### config.mk
export PLATFORM = sky130hd
export DESIGN_NAME = stimulus_response_trial_tracker
export DESIGN_NICKNAME = d
export VERILOG_FILES = /design/src/hdl/srtt_pkg.sv /design/src/hdl/srtt_front.sv /design/src/hdl/srtt_queue.sv /design/src/hdl/srtt_back.sv /design/src/hdl/stimulus_response_trial_tracker.sv
export VERILOG_INCLUDE_DIRS = /design/src /design/src/hdl
export SDC_FILE = /design/constraint.sdc
export NUM_CORES = 1
export LEC_CHECK = 0
export BUFFER_PORTS_ARGS = -buffer_cell sky130_fd_sc_hd__buf_4
export CAP_MARGIN = 25
export CORE_ASPECT_RATIO = 2
export CORE_UTILIZATION = 56
export CTS_BUF_LIST = sky130_fd_sc_hd__clkbuf_4 sky130_fd_sc_hd__clkbuf_8
export DETAILED_ROUTE_END_ITERATION = 8
export PLACE_DENSITY = 0.79
export SETUP_SLACK_MARGIN = 0.4
export SYNTH_ARGS = -nofsm -noshare
export SYNTH_HDL_FRONTEND = slang
export SYNTH_SLANG_ARGS = --single-unit
export TNS_END_PERCENT = 50
### constraint.sdc
create_clock -name clk_i -period 9.85 [get_ports clk_i]
set_input_delay 0 -clock clk_i [delete_from_list [all_inputs] [get_ports clk_i]]
set_output_delay 0 -clock clk_i [all_outputs]
set_load 0.005 [all_outputs]
### src/hdl/assert_macros.svh
// Assertion macros shared by the trial tracker RTL.
// Depends on nothing; every macro expects clk_i and rst_ni in scope.
`ifndef ASSERT_MACROS_SVH
`define ASSERT_MACROS_SVH

// The property must hold at every clock edge out of reset.
`define ASSERT_CLK(lbl, prop, msg) \
  lbl: assert property (@(posedge clk_i) disable iff (!rst_ni) (prop)) else $error(msg);

// The condition must never be true at a clock edge out of reset.
`define ASSERT_NEVER(lbl, cond, msg) \
  `ASSERT_CLK(lbl, !(cond), msg)

`endif

### src/hdl/srtt_pkg.sv
// Package for the stimulus/response trial tracker: widths, payload types,
// configuration register indexes and a saturating count helper. No dependencies.
package srtt_pkg;

  localparam int TIME_W            = 32;
  localparam int CNT_W             = 8;
  localparam int CLASS_W           = 8;
  localparam int MIN_PATTERN_STIMS = 4;
  localparam int Q_DEPTH           = 2;
  localparam int Q_PTR_W           = $clog2(Q_DEPTH);
  localparam int Q_CNT_W           = $clog2(Q_DEPTH + 1);
  localparam int CFG_IDX_W         = 2;
  localparam int CFG_DATA_W        = 32;

  localparam logic [CNT_W-1:0]  CNT_MAX          = '1;
  localparam logic [TIME_W-1:0] POST_WINDOW_RST  = TIME_W'(500000);
  localparam logic [TIME_W-1:0] LATE_WINDOW_RST  = TIME_W'(1500000);
  localparam logic [CLASS_W-1:0] CLASS_RST       = CLASS_W'(1);

  // Configuration register indexes.
  typedef enum logic [CFG_IDX_W-1:0] {
    REG_ENABLE      = 2'd0,
    REG_POST_WINDOW = 2'd1,
    REG_LATE_WINDOW = 2'd2,
    REG_STOP_NEW    = 2'd3
  } reg_idx_e;

  // One input sample.
  typedef struct packed {
    logic [TIME_W-1:0]  timestamp;
    logic               stim_level;
    logic               neuron_level;
    logic [CLASS_W-1:0] class_id;
  } in_t;

  // One closed-trial record.
  typedef struct packed {
    logic [CNT_W-1:0]   n_spikes;
    logic               fired_in_window;
    logic               fired_late;
    logic [CLASS_W-1:0] label;
    logic [CNT_W-1:0]   n_stims;
    logic [TIME_W-1:0]  closed_time;
  } out_t;

  // A classified sample as it travels from the front end to the back end.
  typedef struct packed {
    logic [TIME_W-1:0]  timestamp;
    logic               stim_rise;
    logic               neuron_level;
    logic [CLASS_W-1:0] class_id;
  } item_t;

  // Configuration seen by the back end.
  typedef struct packed {
    logic [TIME_W-1:0] post_window;
    logic [TIME_W-1:0] late_window;
    logic              stop_new_trials;
  } cfg_t;

  // Queue status toward the front end.
  typedef struct packed {
    logic full;
    logic empty;
  } q_stat_t;

  function automatic logic [CNT_W-1:0] sat_inc(input logic [CNT_W-1:0] v);
    logic [CNT_W-1:0] r;
    r = (v == CNT_MAX) ? v : v + CNT_W'(1);
    return r;
  endfunction

endpackage

### src/hdl/srtt_front.sv
// Front end of the trial tracker: takes sample transfers and detects stimulus edges.
// Depends on srtt_pkg.
module srtt_front import srtt_pkg::*; (
  input  logic    clk_i,
  input  logic    rst_ni,
  input  logic    enable_i,
  input  logic    in_valid_i,
  output logic    in_ready_o,
  input  in_t     in_data_i,
  input  q_stat_t q_stat_i,
  output logic    push_o,
  output item_t   push_item_o
);

  logic prev_stim_q, prev_stim_d;
  logic take;

  // A sample is taken whenever the queue has room; disabled samples are dropped.
  assign in_ready_o = !q_stat_i.full;
  assign take       = in_valid_i && in_ready_o && enable_i;
  assign push_o     = take;

  // Classify the sample for the back end.
  always_comb begin
    push_item_o.timestamp    = in_data_i.timestamp;
    push_item_o.stim_rise    = !prev_stim_q && in_data_i.stim_level;
    push_item_o.neuron_level = in_data_i.neuron_level;
    push_item_o.class_id     = in_data_i.class_id;
  end

  // The stimulus line history moves only on enabled samples.
  assign prev_stim_d = take ? in_data_i.stim_level : prev_stim_q;

  always_ff @(posedge clk_i or negedge rst_ni) begin
    if (!rst_ni) begin
      prev_stim_q <= 1'b0;
    end else begin
      prev_stim_q <= prev_stim_d;
    end
  end

endmodule

### src/hdl/srtt_queue.sv
// Short queue between the front end and the back end of the trial tracker.
// Depends on srtt_pkg and assert_macros.svh.
`include "assert_macros.svh"

module srtt_queue import srtt_pkg::*; (
  input  logic    clk_i,
  input  logic    rst_ni,
  input  logic    push_i,
  input  item_t   push_item_i,
  input  logic    pop_i,
  output item_t   head_o,
  output q_stat_t stat_o
);

  item_t                slots_q [Q_DEPTH];
  logic [Q_PTR_W-1:0]   wr_ptr_q, wr_ptr_d;
  logic [Q_PTR_W-1:0]   rd_ptr_q, rd_ptr_d;
  logic [Q_CNT_W-1:0]   count_q, count_d;

  assign stat_o.full  = (count_q == Q_CNT_W'(Q_DEPTH));
  assign stat_o.empty = (count_q == '0);
  assign head_o       = slots_q[rd_ptr_q];

  // Pointer and fill count update.
  always_comb begin
    wr_ptr_d = wr_ptr_q;
    rd_ptr_d = rd_ptr_q;
    count_d  = count_q;
    if (push_i) begin
      wr_ptr_d = (wr_ptr_q == Q_PTR_W'(Q_DEPTH - 1)) ? '0 : wr_ptr_q + Q_PTR_W'(1);
    end
    if (pop_i) begin
      rd_ptr_d = (rd_ptr_q == Q_PTR_W'(Q_DEPTH - 1)) ? '0 : rd_ptr_q + Q_PTR_W'(1);
    end
    if (push_i && !pop_i) begin
      count_d = count_q + Q_CNT_W'(1);
    end else if (pop_i && !push_i) begin
      count_d = count_q - Q_CNT_W'(1);
    end
  end

  always_ff @(posedge clk_i or negedge rst_ni) begin
    if (!rst_ni) begin
      wr_ptr_q <= '0;
      rd_ptr_q <= '0;
      count_q  <= '0;
    end else begin
      wr_ptr_q <= wr_ptr_d;
      rd_ptr_q <= rd_ptr_d;
      count_q  <= count_d;
    end
  end

  // Slot storage holds payload only.
  always_ff @(posedge clk_i) begin
    if (push_i) begin
      slots_q[wr_ptr_q] <= push_item_i;
    end
  end

  `ASSERT_NEVER(a_no_overflow, push_i && stat_o.full && !pop_i, "queue push while full")
  `ASSERT_NEVER(a_no_underflow, pop_i && stat_o.empty, "queue pop while empty")
  `ASSERT_CLK(a_count_bound, count_q <= Q_CNT_W'(Q_DEPTH), "queue count out of range")

endmodule

### src/hdl/srtt_back.sv
// Back end of the trial tracker: trial state, response classification and the
// output record register. Depends on srtt_pkg and assert_macros.svh.
`include "assert_macros.svh"

module srtt_back import srtt_pkg::*; (
  input  logic    clk_i,
  input  logic    rst_ni,
  input  cfg_t    cfg_i,
  input  item_t   head_i,
  input  q_stat_t q_stat_i,
  output logic    pop_o,
  output logic    out_valid_o,
  input  logic    out_ready_i,
  output out_t    out_data_o
);

  // Trial state.
  logic               open_q, open_d;
  logic               wover_q, wover_d;
  logic               hit_q, hit_d;
  logic               late_q, late_d;
  logic               prev_n_q, prev_n_d;
  logic [TIME_W-1:0]  last_q, last_d;
  logic [CNT_W-1:0]   stims_q, stims_d;
  logic [CNT_W-1:0]   spikes_q, spikes_d;
  logic [CLASS_W-1:0] cls_q, cls_d;

  // Output record register.
  logic out_valid_q;
  out_t out_q;

  logic              emit;
  out_t              rec;
  logic              nedge, checked, complete;
  logic              ge, gt;
  logic [TIME_W-1:0] diff, pw;

  assign pw = (cfg_i.post_window == '0) ? TIME_W'(1) : cfg_i.post_window;

  // One sample's effect on the trial, in the order the rules apply.
  always_comb begin
    open_d   = open_q;
    wover_d  = wover_q;
    hit_d    = hit_q;
    late_d   = late_q;
    prev_n_d = prev_n_q;
    last_d   = last_q;
    stims_d  = stims_q;
    spikes_d = spikes_q;
    cls_d    = cls_q;
    emit     = 1'b0;
    rec      = '0;
    nedge    = 1'b0;
    checked  = 1'b0;

    // Stimulus edge: open, extend, or close and reopen.
    if (head_i.stim_rise && !cfg_i.stop_new_trials) begin
      if (!open_q) begin
        open_d   = 1'b1;
        wover_d  = 1'b0;
        hit_d    = 1'b0;
        late_d   = 1'b0;
        last_d   = head_i.timestamp;
        stims_d  = CNT_W'(1);
        spikes_d = '0;
        cls_d    = head_i.class_id;
      end else if (wover_q) begin
        nedge    = !prev_n_q && head_i.neuron_level;
        prev_n_d = head_i.neuron_level;
        checked  = 1'b1;
        if (nedge) begin
          spikes_d = sat_inc(spikes_q);
          if (!hit_q && !late_q) begin
            late_d = 1'b1;
          end
        end
        emit = 1'b1;
        rec.n_spikes        = spikes_d;
        rec.fired_in_window = hit_d;
        rec.fired_late      = late_d;
        rec.label           = cls_q;
        rec.n_stims         = stims_q;
        rec.closed_time     = head_i.timestamp;
        open_d   = 1'b1;
        wover_d  = 1'b0;
        hit_d    = 1'b0;
        late_d   = 1'b0;
        last_d   = head_i.timestamp;
        stims_d  = CNT_W'(1);
        spikes_d = '0;
        cls_d    = head_i.class_id;
      end else begin
        stims_d = sat_inc(stims_q);
        last_d  = head_i.timestamp;
      end
    end

    // Time since the last stimulus; used only where the timestamp is not below it.
    ge   = head_i.timestamp >= last_d;
    gt   = head_i.timestamp > last_d;
    diff = head_i.timestamp - last_d;
    complete = (stims_d >= CNT_W'(MIN_PATTERN_STIMS)) || (stims_d == CNT_W'(1));

    // Open trial: neuron edge, response flags and window ends.
    if (open_d) begin
      cls_d = head_i.class_id;
      if (!checked) begin
        nedge    = !prev_n_q && head_i.neuron_level;
        prev_n_d = head_i.neuron_level;
      end
      if (nedge) begin
        spikes_d = sat_inc(spikes_d);
      end
      if (!wover_d) begin
        if (nedge && complete && ge && (diff <= pw)) begin
          hit_d = 1'b1;
        end
        if (ge && (diff >= pw)) begin
          wover_d = 1'b1;
          if (hit_d) begin
            emit = 1'b1;
          end else if (nedge && gt && (diff > pw)) begin
            late_d = 1'b1;
          end
        end
      end else if (!hit_d) begin
        if (nedge) begin
          late_d = 1'b1;
        end
        if (ge && (diff >= cfg_i.late_window)) begin
          emit = 1'b1;
        end
      end else if (ge && (diff >= pw)) begin
        emit = 1'b1;
      end
      // A close here records the trial and clears it.
      if (emit && !checked) begin
        rec.n_spikes        = spikes_d;
        rec.fired_in_window = hit_d;
        rec.fired_late      = late_d;
        rec.label           = cls_d;
        rec.n_stims         = stims_d;
        rec.closed_time     = head_i.timestamp;
        open_d   = 1'b0;
        wover_d  = 1'b0;
        hit_d    = 1'b0;
        late_d   = 1'b0;
        last_d   = '0;
        stims_d  = '0;
        spikes_d = '0;
      end
    end
  end

  // Take the head sample unless its record has nowhere to go.
  assign pop_o = !q_stat_i.empty && (!emit || !out_valid_q || out_ready_i);

  always_ff @(posedge clk_i or negedge rst_ni) begin
    if (!rst_ni) begin
      open_q   <= 1'b0;
      wover_q  <= 1'b0;
      hit_q    <= 1'b0;
      late_q   <= 1'b0;
      prev_n_q <= 1'b0;
      last_q   <= '0;
      stims_q  <= '0;
      spikes_q <= '0;
      cls_q    <= CLASS_RST;
    end else if (pop_o) begin
      open_q   <= open_d;
      wover_q  <= wover_d;
      hit_q    <= hit_d;
      late_q   <= late_d;
      prev_n_q <= prev_n_d;
      last_q   <= last_d;
      stims_q  <= stims_d;
      spikes_q <= spikes_d;
      cls_q    <= cls_d;
    end
  end

  // Output register: loads a record, empties on a transfer.
  always_ff @(posedge clk_i or negedge rst_ni) begin
    if (!rst_ni) begin
      out_valid_q <= 1'b0;
    end else if (pop_o && emit) begin
      out_valid_q <= 1'b1;
    end else if (out_ready_i) begin
      out_valid_q <= 1'b0;
    end
  end

  always_ff @(posedge clk_i) begin
    if (pop_o && emit) begin
      out_q <= rec;
    end
  end

  assign out_valid_o = out_valid_q;
  assign out_data_o  = out_q;

  `ASSERT_NEVER(a_flags_exclusive, hit_q && late_q, "in-window and late both set")
  `ASSERT_CLK(a_phase_needs_trial, wover_q |-> open_q, "window over without a trial")
  `ASSERT_CLK(a_stims_track_open, open_q == (stims_q != '0), "stimulus count disagrees with trial")
  `ASSERT_CLK(a_no_record_lost, (pop_o && emit) |-> (!out_valid_q || out_ready_i),
    "record written over a pending one")

endmodule

### src/hdl/stimulus_response_trial_tracker.sv
// Top level of the stimulus/response trial tracker: configuration registers,
// front end, queue and back end. Depends on srtt_pkg and its submodules.
//
// The block takes one sample per clock while its queue has room and gives
// one closed-trial record for each trial it closes. A sample passes the front
// end (stimulus edge detect) into a two-entry queue; the back end updates the
// whole trial state for one sample per clock unless it is stalled. A sample is
// registered in the queue, and its record is loaded into the output register
// when the back end takes that sample. The back end stalls only when it must
// emit a record while the output register still holds one that has not been
// taken. Configuration writes take effect at once and are meant to be made
// while the block is idle.
module stimulus_response_trial_tracker import srtt_pkg::*; (
  input  logic                  clk_i,
  input  logic                  rst_ni,
  input  logic                  in_valid_i,
  output logic                  in_ready_o,
  input  in_t                   in_data_i,
  output logic                  out_valid_o,
  input  logic                  out_ready_i,
  output out_t                  out_data_o,
  input  logic                  cfg_we_i,
  input  logic [CFG_IDX_W-1:0]  cfg_idx_i,
  input  logic [CFG_DATA_W-1:0] cfg_wdata_i
);

  logic              enable_q;
  logic [TIME_W-1:0] post_window_q;
  logic [TIME_W-1:0] late_window_q;
  logic              stop_new_q;
  cfg_t              cfg;

  logic    push, pop;
  item_t   push_item, head;
  q_stat_t q_stat;

  // Configuration registers.
  always_ff @(posedge clk_i or negedge rst_ni) begin
    if (!rst_ni) begin
      enable_q      <= 1'b1;
      post_window_q <= POST_WINDOW_RST;
      late_window_q <= LATE_WINDOW_RST;
      stop_new_q    <= 1'b0;
    end else if (cfg_we_i) begin
      case (reg_idx_e'(cfg_idx_i))
        REG_ENABLE:      enable_q      <= cfg_wdata_i[0];
        REG_POST_WINDOW: post_window_q <= cfg_wdata_i[TIME_W-1:0];
        REG_LATE_WINDOW: late_window_q <= cfg_wdata_i[TIME_W-1:0];
        REG_STOP_NEW:    stop_new_q    <= cfg_wdata_i[0];
        default: ;
      endcase
    end
  end

  always_comb begin
    cfg.post_window     = post_window_q;
    cfg.late_window     = late_window_q;
    cfg.stop_new_trials = stop_new_q;
  end

  srtt_front u_front (
    .clk_i       (clk_i),
    .rst_ni      (rst_ni),
    .enable_i    (enable_q),
    .in_valid_i  (in_valid_i),
    .in_ready_o  (in_ready_o),
    .in_data_i   (in_data_i),
    .q_stat_i    (q_stat),
    .push_o      (push),
    .push_item_o (push_item)
  );

  srtt_queue u_queue (
    .clk_i       (clk_i),
    .rst_ni      (rst_ni),
    .push_i      (push),
    .push_item_i (push_item),
    .pop_i       (pop),
    .head_o      (head),
    .stat_o      (q_stat)
  );

  srtt_back u_back (
    .clk_i       (clk_i),
    .rst_ni      (rst_ni),
    .cfg_i       (cfg),
    .head_i      (head),
    .q_stat_i    (q_stat),
    .pop_o       (pop),
    .out_valid_o (out_valid_o),
    .out_ready_i (out_ready_i),
    .out_data_o  (out_data_o)
  );

endmodule
==> results by group <==
CTS
  – H-tree depth: 2
  – Setup bufs post-CTS: 0
  – # clock sinks: 275
  – Worst skew pair latency: approximately 0.56 ns
  – Clk buf depth: 3
  – Cts bufs inserted: 38
  – CTS tree: built
  – Reg clk slew, reported paths: 0.07 ns
  – Root Buffer: clkbuf_8

Timing
  – Unrepaired setup endpoints after global routing: false
  – Final Hold Violating Endpoints: 0
  – Max Slew Vio Count: 0
  – Final setup fails: 0
  – Fmax: about 120 MHz
  – Setup TNS: 0 ns
  – Skew final: around 0.022 ns
  – Final period util: a little under nine tenths
  – Worst Tran Pin Value: 1.01 ns
  – Tmin final: ~8.4 ns
  – Relative slew margins: 30.6%

Power and ir drop
  – Leakage power: between 0.007 and 0.008 uW
  – Clock power frac: between 10 and 15%
  – Total Power: roughly 6700 uW
  – Internal cell power: between 3000 and 4000 uW
  – Combinational share of power: between 50 and 60%
  – Max IR drop VDD: between 0.15 and 0.2 mV
  – Net Sw Power: 2970 uW
  – Switching share of power: ~45%
  – Flop pwr share: approximately 28%
  – PwrDens: roughly 370 nW/um^2

Critical path
  – Crit-path max FO: 33
  – Worst-path cell chain: mux2_4 > nand2_2 > o21ai_0 > ha_1 > fa_1 > a21oi_1 > a21oi_1 > o221ai_1 > a21oi_1 > o211ai_1 > a21boi_0 > o21ai_0 > xor2_1 > ha_1 > nand2_1 > o21ai_0 > a2111oi_0 > o21ai_0 > o2bb2ai_1 > a21o_1 > a2111o_1 > a21oi_2 > a21oi_1 > a32o_1
  – Crit-path slowest cell: a21oi_2
  – Startpoint Class: flip-flop
  – Reg-to-reg endpoint: u_back.stims_q[4]
  – Max stage delay on crit path: approximately 0.73 ns
  – R2R Path Start: u_queue.rd_ptr_q
  – Crit end category: flip-flop
  – Critical path class: flip-flop to flip-flop
  – CP Data Arrival Time: just under 9 ns
  – Reg2Reg Depth: 24
  – Worst R2R Setup Slack: 1.42 ns
  – CP Data Required Time: approximately 10 ns

Yosys
  – Syn Area/Cell: approximately 11 um^2
  – Async SR Flop Fraction: around half
  – Post-synth EDFFs: 142
  – Top FF cell, synth: edfxtp_1
  – Cell Area, Synth: roughly 15000 um^2
  – Synth area leaders: edfxtp_1 (28%), dfrtp_1 (19%), ha_1 (8.1%)
  – Mapped Nets: 1560
  – Total number of yosys warnings: 0
  – Sequential element share of the synthesized area: between 50% and 60%
  – Yosys top cell by area: edfxtp_1
  – Unique masters post-synth: 83
  – Mapped Cells: roughly 1400
  – Area share of the largest cell type after synthesis: 28.2%
  – Yosys reg bits: about 280

Floorplan
  – Die ar.: around 28000 um^2
  – Io pins: between 100 and 150
  – Die Wd: around 120 um
  – Die height: ~230 um
  – Core area: between 20000 and 30000 um^2
  – Starting density of the core: 57.3%
  – Number of placement rows: 84

Detailed routing
  – DR vias: approximately 12000
  – # DRC: 0
  – Vias per inst: around 5.9
  – Routed WL: 37500 um
  – WL per Instance: 19.1 um
  – Antenna viol nets, final: 0
  – Starting DRT DRC Count: 773
  – Router iterations before antenna repair: 5

Global routing
  – GR Util All Layers: between 20% and 30%
  – First-pass GRT wire length: 59400 um
  – Initial antenna violation count: 1
  – Largest net degree at the start of global routing: 69
  – Vias in the first global route: 11900
  – Grt ovf: 0

Final layout
  – Filler cells: 1968
  – Nets: around 1800
  – Post-route cell area: around 18000 um^2
  – Ratio of cells with drive above 1 in the final layout: approximately a fifth
  – Area grow syn2layout: 19.6%
  – Final Non-Filler Cells: just under 2000

Placed design
  – Placed Cells: between 1500 and 2000
  – Placed instance area: 16500 um^2
  – Post-DP HPWL: about 27000 um
  – PortBufs: 140
  – Gpl congestion: 0.909

Worst hold path
  – WHS Endpoint: u_back.out_valid_o
  – Hold path start: out_ready_i
  – Min-delay worst type: input port to flip-flop
  – WHS Path Cells: 3

Flow run
  – Max cap viols: 0

Run status
  – Status: finished clean
==> synth_stat cells, types with 25 or more instances <==
| library cell | number |
|---|---|
| clkbuf_1 | 36 |
| mux2_2 | 69 |
| nand2_1 | 86 |
| dfrtp_1 | 114 |
| xnor2_1 | 26 |
| nand4_1 | 25 |
| o21ai_0 | 46 |
| inv_1 | 111 |
| a21oi_1 | 97 |
| o2bb2ai_1 | 32 |
| ha_1 | 98 |
| nor2_1 | 109 |
| mux2i_1 | 45 |
| a21o_1 | 29 |
| edfxtp_1 | 142 |
==> flip-flops by register name, indices dropped and copies added, names as in the netlist <==
| signal | cells |
|---|---|
| u_queue.slots_q | 84 |
| u_back.out_data_o | 58 |
| late_window_q | 32 |
| post_window_q | 32 |
| u_back.last_q | 32 |
| u_back.cls_q | 8 |
| u_back.spikes_q | 8 |
| u_back.stims_q | 8 |
| u_queue.count_q | 2 |
| enable_q | 1 |
| stop_new_q | 1 |
| u_back.hit_q | 1 |
| u_back.late_q | 1 |
| u_back.open_q | 1 |
| u_back.out_valid_o | 1 |
| u_back.prev_n_q | 1 |
| u_back.wover_q | 1 |
| u_front.prev_stim_q | 1 |
| u_queue.rd_ptr_q | 1 |
| u_queue.wr_ptr_q | 1 |
==> per-stage QoR <==
step	hold WS [ns]	utilization (%)	setup slack, ns
floorplan	-0.296	-	1.14
global placement	0.185	62.3	1.80
detailed placement	0.187	62.4	1.57
CTS	0.0823	68.5	1.54
global route	0.132	68.5	0.649
finish	0.102	68.5	1.42
==> layer usage <==
layer | wire length, um | vias up | GRT usage, %
met5 | 0 | - | 0
met2 | 20100 | 413 | 51.1
met3 | 1680 | 137 | 3.26
met1 | 13400 | 5630 | 28.7
li1 | - | 5494 | -
met4 | 2280 | 0 | 18.1
==> cells by family after synthesis <==
family	after synthesis	synth area share [%]
mux	115	8.22
buf+inv	178	4.75
xor+xnor	42	2.43
compound gates	337	15.2
simple gates	334	10.8
fa+ha+maj	99	8.25
flops	275	50.4
==> power by group through the flow <==
stage	clock network (uW)	logic [uW]	registers [uW]
floorplan	0	2750	1790
global placement	0	3680	1840
detailed placement	0	3790	1850
CTS	947	3850	1830
global route	995	4320	1870
finish	934	3880	1840
==> cells in the final DEF, fill, tap and decap left out, types with 8 or more instances in the layout <==
| cell type | Yosys | routed |
|---|---|---|
| edfxtp_1 | 142 | 142 |
| o31ai_1 | 17 | 16 |
| dfstp_2 | 19 | 19 |
| nor4_1 | 12 | 12 |
| and3_1 | 14 | 14 |
| a21oi_1 | 97 | 97 |
| xnor2_1 | 26 | 26 |
| nand2_1 | 86 | 85 |
| nor2b_1 | 11 | 10 |
| a22o_1 | 13 | 13 |
| a31oi_1 | 18 | 18 |
| a21o_1 | 29 | 28 |
| o2bb2ai_1 | 32 | 32 |
| mux2_2 | 69 | 69 |
| nor2_1 | 109 | 109 |
| clkinv_2 | 0 | 8 |
| nand2b_1 | 8 | 8 |
| dlygate4sd3_1 | 0 | 80 |
| ha_1 | 98 | 98 |
| nand4_1 | 25 | 25 |
| xor2_1 | 16 | 16 |
| dfrtp_1 | 114 | 113 |
| nor3_1 | 14 | 13 |
| o21ai_0 | 46 | 46 |
| buf_4 | 4 | 154 |
| clkbuf_8 | 0 | 42 |
| nand3_1 | 17 | 17 |
| mux2i_1 | 45 | 45 |
| a211oi_1 | 10 | 10 |
| inv_1 | 111 | 111 |
| clkbuf_4 | 0 | 12 |
==> repair_timing <==
| item | in CTS | in global routing |
|---|---|---|
| endpoints found under the hold margin | 218 | 0 |
| hold buffers | 80 | 0 |
| gates resized for setup | 0 | 0 |
==> critical path, delay by kind of cell (launching register included) <==
family / cells / cell delay, ns
xor+xnor: 1 / 0.25
flops: 1 / 0.44
fa+ha+maj: 3 / 0.97
mux: 1 / 0.35
compound gates: 17 / 5.80
simple gates: 2 / 0.51
==> area by class of cell <==
class | count | area (um^2) | area share (%)
Antenna cell | 2 | 5.00 | 0.0277
Clock buffer | 54 | 668 | 3.70
Clock inverter | 16 | 135 | 0.748
Inverter | 111 | 417 | 2.31
Multi-Input combinational cell | 927 | 6820 | 37.7
Sequential cell | 275 | 7620 | 42.2
Tap cell | 344 | 430 | 2.38
Timing Repair Buffer | 235 | 1980 | 10.9
==> how the worst max path moves through the flow <==
stage	start	end	slack [ns]	depth (start not counted)
after global placement	u_queue.rd_ptr_q	u_back.out_data_o[50]	1.80	25
final	u_queue.rd_ptr_q	u_back.stims_q[4]	1.42	24
after CTS	u_queue.rd_ptr_q	u_back.out_data_o[50]	1.54	26
after global routing	u_queue.rd_ptr_q	u_back.stims_q[4]	0.65	24
after floorplan	u_queue.rd_ptr_q	u_back.out_data_o[0]	1.14	26
after detailed placement	u_queue.rd_ptr_q	u_back.stims_q[4]	1.57	25
Power figures use the tool's default switching activity.
